## src/swfm_pkg.sv

```systemverilog
// Shared types and constants of the sensor warning/fatal monitor.
package swfm_pkg;

  localparam int VAL_W = 32;
  localparam int IDX_FIELD_W = 7;

  // Item operations.
  localparam logic [1:0] OP_SAMPLE = 2'd0;
  localparam logic [1:0] OP_LOAD   = 2'd1;
  localparam logic [1:0] OP_CLEAR  = 2'd2;
  localparam logic [1:0] OP_NONE   = 2'd3;

  // Threshold kinds, also the bit of each kind in the valid mask.
  localparam logic [1:0] KIND_HIGH_FATAL = 2'd0;
  localparam logic [1:0] KIND_HIGH_WARN  = 2'd1;
  localparam logic [1:0] KIND_LOW_FATAL  = 2'd2;
  localparam logic [1:0] KIND_LOW_WARN   = 2'd3;

  // Result levels.
  localparam logic [1:0] LVL_NORMAL = 2'd0;
  localparam logic [1:0] LVL_WARN   = 2'd1;
  localparam logic [1:0] LVL_FATAL  = 2'd2;
  localparam logic [1:0] LVL_SKIP   = 2'd3;

  // Configuration register indexes.
  localparam logic [1:0] CFG_ERROR_LIMIT   = 2'd0;
  localparam logic [1:0] CFG_TEMP_MARGIN   = 2'd1;
  localparam logic [1:0] CFG_POWER_PERCENT = 2'd2;

  localparam logic [4:0] ERROR_LIMIT_RST   = 5'd25;
  localparam logic [9:0] TEMP_MARGIN_RST   = 10'd5;
  localparam logic [5:0] POWER_PERCENT_RST = 6'd5;
  localparam logic [4:0] ERROR_COUNT_MAX   = 5'd31;

  typedef struct packed {
    logic [1:0]             operation;
    logic [IDX_FIELD_W-1:0] sensor_index;
    logic                   read_ok;
    logic [VAL_W-1:0]       sample_value;
    logic [1:0]             threshold_kind;
    logic                   threshold_present;
    logic                   temp_sensor;
    logic                   last_in_scan;
  } swfm_in_t;

  typedef struct packed {
    logic [1:0]       level;
    logic             raise_event;
    logic             newly_tripped;
    logic             still_tripped;
    logic             back_to_normal;
    logic             now_ignored;
    logic             scan_fatal;
    logic             all_clear;
    logic [VAL_W-1:0] stored_threshold;
  } swfm_out_t;

endpackage

```

## src/swfm_margin.sv

```systemverilog
// Three-stage pipeline computing floor(value * percent / 100).
module swfm_margin (
  input  logic                       clk,
  input  logic                       adv,
  input  logic [swfm_pkg::VAL_W-1:0] value,
  input  logic [5:0]                 pct,
  output logic [swfm_pkg::VAL_W-1:0] margin
);

  // value / 100 is exact as (value * RECIP_100) >> 38 for every 32-bit value.
  localparam logic [31:0] RECIP_100 = 32'd2748779070;
  localparam logic [12:0] RECIP_SMALL = 13'd5243;
  localparam logic [6:0]  HUNDRED = 7'd100;

  logic [63:0] prod;
  logic [25:0] quot_r;
  logic [31:0] val1_r;
  logic [5:0]  pct1_r;
  logic [31:0] quot100;
  logic [6:0]  rem;
  logic [31:0] qp_r;
  logic [12:0] rp_r;
  logic [25:0] small_prod;
  logic [31:0] margin_r;

  assign prod = 64'(value) * 64'(RECIP_100);

  assign quot100 = 32'(quot_r) * 32'(HUNDRED);
  assign rem     = 7'(val1_r - quot100);

  assign small_prod = 26'(rp_r) * 26'(RECIP_SMALL);

  always_ff @(posedge clk) begin
    if (adv) begin
      quot_r   <= prod[63:38];
      val1_r   <= value;
      pct1_r   <= pct;
      qp_r     <= 32'(quot_r) * 32'(pct1_r);
      rp_r     <= 13'(rem) * 13'(pct1_r);
      // The percentage is at most 63, so the sum stays below 2^32.
      margin_r <= 32'(qp_r + 32'(small_prod[25:19]));
    end
  end

  assign margin = margin_r;

endmodule

```

## config.mk

```make
export PLATFORM = sky130hd
export DESIGN_NAME = swfm_margin
export DESIGN_NICKNAME = d
export VERILOG_FILES = /design/src/swfm_pkg.sv /design/src/swfm_margin.sv
export SDC_FILE = /design/constraint.sdc
export NUM_CORES = 2
export LEC_CHECK = 0
export BUFFER_PORTS_ARGS = -buffer_cell sky130_fd_sc_hd__buf_2
export CELL_PAD_IN_SITES_DETAIL_PLACEMENT = 1
export CELL_PAD_IN_SITES_GLOBAL_PLACEMENT = 2
export CORE_AREA = 2 2 210 316
export CTS_CLUSTER_DIAMETER = 80
export DETAILED_ROUTE_END_ITERATION = 12
export DIE_AREA = 0 0 212 318
export PLACE_DENSITY = 0.87
export SETUP_SLACK_MARGIN = 0.15
export SLEW_MARGIN = 20
export SYNTH_ARGS = -nofsm -noshare
export SYNTH_HDL_FRONTEND = slang
export SYNTH_SLANG_ARGS = --single-unit
```

## constraint.sdc

```tcl
create_clock -name clk -period 20.8 [get_ports clk]
set_input_delay 4.16 -clock clk [delete_from_list [all_inputs] [get_ports clk]]
set_output_delay 4.16 -clock clk [all_outputs]
set_load 0.01 [all_outputs]
```

* Word-level counts from Yosys, hierarchy flattened
Index checks and enable logic that the tools add are counted.
** Word-level totals
- Register bits after elaboration :: 116
- Input bits :: 40
- Word-level logic and storage cells :: 13
- Output and inout port bits :: 32
** Cells by class
- Add/sub/neg operators :: 2
- $mul :: 5
** Operators by type and width (count)
- $mul A32 B31 Y63 const B :: 1
- $add A32 B7 Y32 :: 1
- $mul A26 B6 Y32 :: 1
- $mul A13 B13 Y26 const B :: 1
- $mul A26 B5 Y5 const B :: 1
- $mul A7 B6 Y13 :: 1
- $sub A7 B7 Y7 :: 1

* Depth between registers and ports, before layout
- Word-level depth :: 3
- Mapped depth :: 29
- Depth with buffers taken out :: 29

* Worst setup path after synthesis
No wires, ideal clock.
- Kind :: input port to flip-flop
- Start :: in value[4] in the netlist's numbering
- End :: reg quot_r[23] (data pin)
- Slack :: 10.490 ns
- Setup time :: 0.255 ns
- Arrival :: 10.055 ns
- Cell stages on the path :: 24
- Path buffers :: 0
- Cells stage by stage :: inv_1 > fa_1 > inv_1 > ha_1 > fa_1 > inv_1 > fa_1 > inv_1 > fa_1 > fa_1 > fa_1 > inv_1 > fa_1 > inv_1 > ha_1 > a21oi_1 > o21ai_1 > a221oi_1 > o31ai_1 > o2bb2ai_1 > a2111o_1 > a31oi_1 > o21ai_1 > and3_1
** On the way
- Longest elaborated chain between the ends :: 1
** Ends and longest elaborated chain
- from (decl) :: line swfm_margin.sv:5 : input logic [swfm_pkg::VAL_W-1:0] value,
- $mul A32 B31 Y63 :: line swfm_margin.sv:26 : assign prod = 64'(value) * 64'(RECIP_100);
- via prod[61] :: line swfm_margin.sv:15 : logic [63:0] prod;
- to (signal assigned) :: line swfm_margin.sv:35 : quot_r <= prod[63:38];
- to (decl) :: line swfm_margin.sv:16 : logic [25:0] quot_r;
The timed path passes the listed nets, and every way through them passes these cells.
A chain may end at the register's enable or synchronous reset.

* Worst setup path after layout
- Start :: in value[6] in the netlist's numbering
- End :: reg quot_r[10] (data pin)
Same word-level chain as after synthesis.

==> results.cfg <==
[status]
outcome = finished clean

[sta]
timing.final.crit_share_pct = 52.97
setup-tns-final_ns = 0
setup_viol_count_final = 0
finalHoldViolCount = 0
fin_crit_ns = 11.02
clock.fmax_ghz = 0.09076
finalClockSkew_ns = 0.007568
max-slew-margin-rel_pct = 29.04
max_slew.worst_pin.slew_ns = 1.056
grt_setup_unrepaired = no
report.final.slew_viol_count = 0

[logic_synthesis]
synth.area.top_cells = sky130_fd_sc_hd__fa_1 (38%), sky130_fd_sc_hd__ha_1 (23%), sky130_fd_sc_hd__edfxtp_1 (12%), sky130_fd_sc_hd__inv_1 (11%), sky130_fd_sc_hd__nand2_1 (2.6%)
postSynth.topFlopCell = sky130_fd_sc_hd__edfxtp_1
yosys_warnings = 0
synth_async_sr_flop_share_pct = 0
yosysUniqueCellTypes = 71
number_of_enable_type_register_cells_in_the_synthesized_netlist = 116
avgSynthCellArea_sq_um = 10.12
synth.cell_area_sq_um = 30150
synth_net_count = 4144
synth_seq_cells = 116
synth.largest_area_cell = sky130_fd_sc_hd__fa_1
proportion_of_synthesized_chip_area_in_sequential_cells_pct = 11.55
postSynthCellCount = 2980
synthDominantCellAreaShare_pct = 37.58

[setup_path]
timing.critical_path.arrival_ns = 11.20
critical_path.endpoint_type = flop
criticalPathCategory = primary input to flop
critical_path.startpoint_type = primary input
critPathSlowestCell = sky130_fd_sc_hd__o41ai_1
path_buf_inv = 7
critical-path-top-cell-by-count = sky130_fd_sc_hd__fa_1
critPathMaxStageDelay_ns = 0.86
worst-path-stages = 24
cpLargestDelayFamily = adder cells
cp_max_fo = 9
rr_worst_depth = 28
critical_path.cell_chain = buf_2, ha_1, inv_1, fa_1, inv_1, fa_1, inv_1, fa_1, inv_1, fa_1, fa_1, fa_1, inv_1, fa_1, inv_1, ha_1, a21oi_1, o21ai_0, o41ai_1, and3_4, nor3_1, or2_2, a31oi_1, xnor2_1
worstPathRequired_ns = 20.99

[layout]
final_cell_count_no_fill = 3939
design_area_sq_um = 32140
final_layout_size_suffix_gt1_share_pct = 4.474
diodes = 0
final_nets = 4213
most-common-layout-cells = sky130_fd_sc_hd__inv_1 (876), sky130_fd_sc_hd__fa_1 (566), sky130_fd_sc_hd__ha_1 (558), sky130_fd_sc_hd__nand2_1 (210), sky130_fd_sc_hd__edfxtp_1 (116)
finish.utilization_pct = 49.52
layout.area.seq_sq_um = 3483
final_common_cell = sky130_fd_sc_hd__inv_1
synthToLayoutAreaGrowth_pct = 6.603
multi_input_comb_area_sq_um = 23270
n_fill_cell = 7311

[clocking]
cts_root_buffer = sky130_fd_sc_hd__clkbuf_16
tritoncts.num_buffers = 17
post_cts_buffers = 0
post_cts.resized_instances = 0
tritoncts = built
ctsHtreeMaxLevel = 4
clock_latency_ns = 0.43
cts.clk_slew.worst_paths_ns = 0.06
cts_max_path_buffers = 2
cts-hold-fix-buffers = 0
clock_sinks = 116

[routing]
dr.pass1.iters = 5
antenna_violating_nets_post_route = 0
detailroute.via_count = 20580
route.detailed.wl_per_inst_um = 21.76
vias_per_cell = 5.225
drt_iter0_drc = 742
post_detailed_routing_wire_length_mm = 85.73
remaining_drc_errors = 0

[global_route]
first_global_vias = 24260
grt_remaining_overflow = 0
grt_pass1_wl_mm = 135.0
global_route.usage.total_pct = 26.68
antenna_found_initial = 1
grt_max_degree = 73

[floorplan]
floorplan.die_area_sq_um = 67420
die_height_um = 318
floorplan.initialDensity_pct = 46.46
io-pin-count = 72
core_area_sq_um = 64890
core.rowCount = 115
die_w_um = 212

[worst_hold_path]
whs_path_depth = 1
hp-class = flop to flop

[job]
max-cap-violations = 0

[placement]
post-dp-hpwl_mm = 76.44
post-place-cells = 3907
numPortBuffers = 71
placedInstanceArea_sq_um = 31570
place.gp.congestion = 1.004
[cells in the mapped netlist, types with 3 or more instances]
cell / instances
sky130_fd_sc_hd__a211o_1: 3
sky130_fd_sc_hd__a211oi_1: 6
sky130_fd_sc_hd__a21o_1: 53
sky130_fd_sc_hd__a21oi_1: 91
sky130_fd_sc_hd__a221oi_1: 6
sky130_fd_sc_hd__a31oi_1: 10
sky130_fd_sc_hd__and2_1: 40
sky130_fd_sc_hd__and3_1: 20
sky130_fd_sc_hd__and3_2: 4
sky130_fd_sc_hd__clkbuf_1: 26
sky130_fd_sc_hd__edfxtp_1: 116
sky130_fd_sc_hd__fa_1: 566
sky130_fd_sc_hd__ha_1: 558
sky130_fd_sc_hd__inv_1: 876
sky130_fd_sc_hd__nand2_1: 210
sky130_fd_sc_hd__nand2b_1: 17
sky130_fd_sc_hd__nand3_1: 29
sky130_fd_sc_hd__nand4_1: 19
sky130_fd_sc_hd__nor2_1: 51
sky130_fd_sc_hd__nor2b_1: 12
sky130_fd_sc_hd__nor3_1: 17
sky130_fd_sc_hd__nor3b_1: 3
sky130_fd_sc_hd__o211ai_1: 12
sky130_fd_sc_hd__o21a_1: 12
sky130_fd_sc_hd__o21ai_0: 32
sky130_fd_sc_hd__o21ai_1: 9
sky130_fd_sc_hd__o21bai_1: 19
sky130_fd_sc_hd__o31ai_1: 8
sky130_fd_sc_hd__or2_2: 3
sky130_fd_sc_hd__xnor2_1: 69
sky130_fd_sc_hd__xor2_1: 32
[logic make-up (layout without fill, tap and decap cells)]
| logic type | after synthesis | count (layout) | share of synthesized area (%) |
|---|---|---|---|
| AO/OA/AOI/OAI | 291 | 291 | 6.400 |
| buffers and inverters | 904 | 986 | 11.26 |
| flip-flops | 116 | 116 | 11.55 |
| AND/OR/NAND/NOR | 444 | 444 | 7.114 |
| XOR/XNOR | 101 | 101 | 2.934 |
| adder cells (fa/ha/maj) | 1124 | 1124 | 60.74 |
[cell type report]
class                           instances  area share, %
Inverter                              876          10.23
Multi-Input combinational cell       1960          72.41
Clock buffer                           17          1.324
Tap cell                              877          3.414
Clock inverter                         15         0.4594
Timing Repair Buffer                   78          1.324
Sequential cell                       116          10.84
[layer usage]
layer / up-vias / share of wire (%) / track usage, %
met5: - / 0 / 0
met4: 0 / 5.7 / 13.43
met3: 168 / 2.0 / 1.541
met2: 385 / 55 / 51.61
met1: 10600 / 37 / 28.85
li1: 9429 / - / -
[worst reg2reg max path: cells and delay by family, from the launching register on]
family | cells | cell delay [ns]
XOR/XNOR | 2 | 0.24
flip-flops | 1 | 0.50
buffers and inverters | 4 | 0.23
adder cells (fa/ha/maj) | 8 | 2.80
AO/OA/AOI/OAI | 9 | 1.86
AND/OR/NAND/NOR | 5 | 1.72
[through the flow]
step / setup slack (ns) / hold slack [ns]
6_report: 9.782 / 0.5531
5_1_grt: 9.458 / 0.5857
4_1_cts: 9.909 / 0.5487
3_5_place_dp: 9.468 / 0.5374
3_3_place_gp: 9.521 / 0.5370
2_1_floorplan: 10.49 / 0.5257
[registers in the layout, indices dropped and copies added (netlist names)]
register  count
pct1_r        6
quot_r       26
qp_r         32
val1_r        7
margin       32
rp_r         13
[final timing paths]
check,slack [ns],start,end
hold / removal,0.55,qp_r[31],margin[31]
setup / recovery,9.78,value[6],quot_r[10]
hold reg to reg,0.55,qp_r[31],margin[31]
setup reg to reg,13.16,rp_r[4],margin[30]
Power is left out: the tool's default activity adds up to more than one toggle a clock period on the data nets, which glitch-free logic cannot reach.
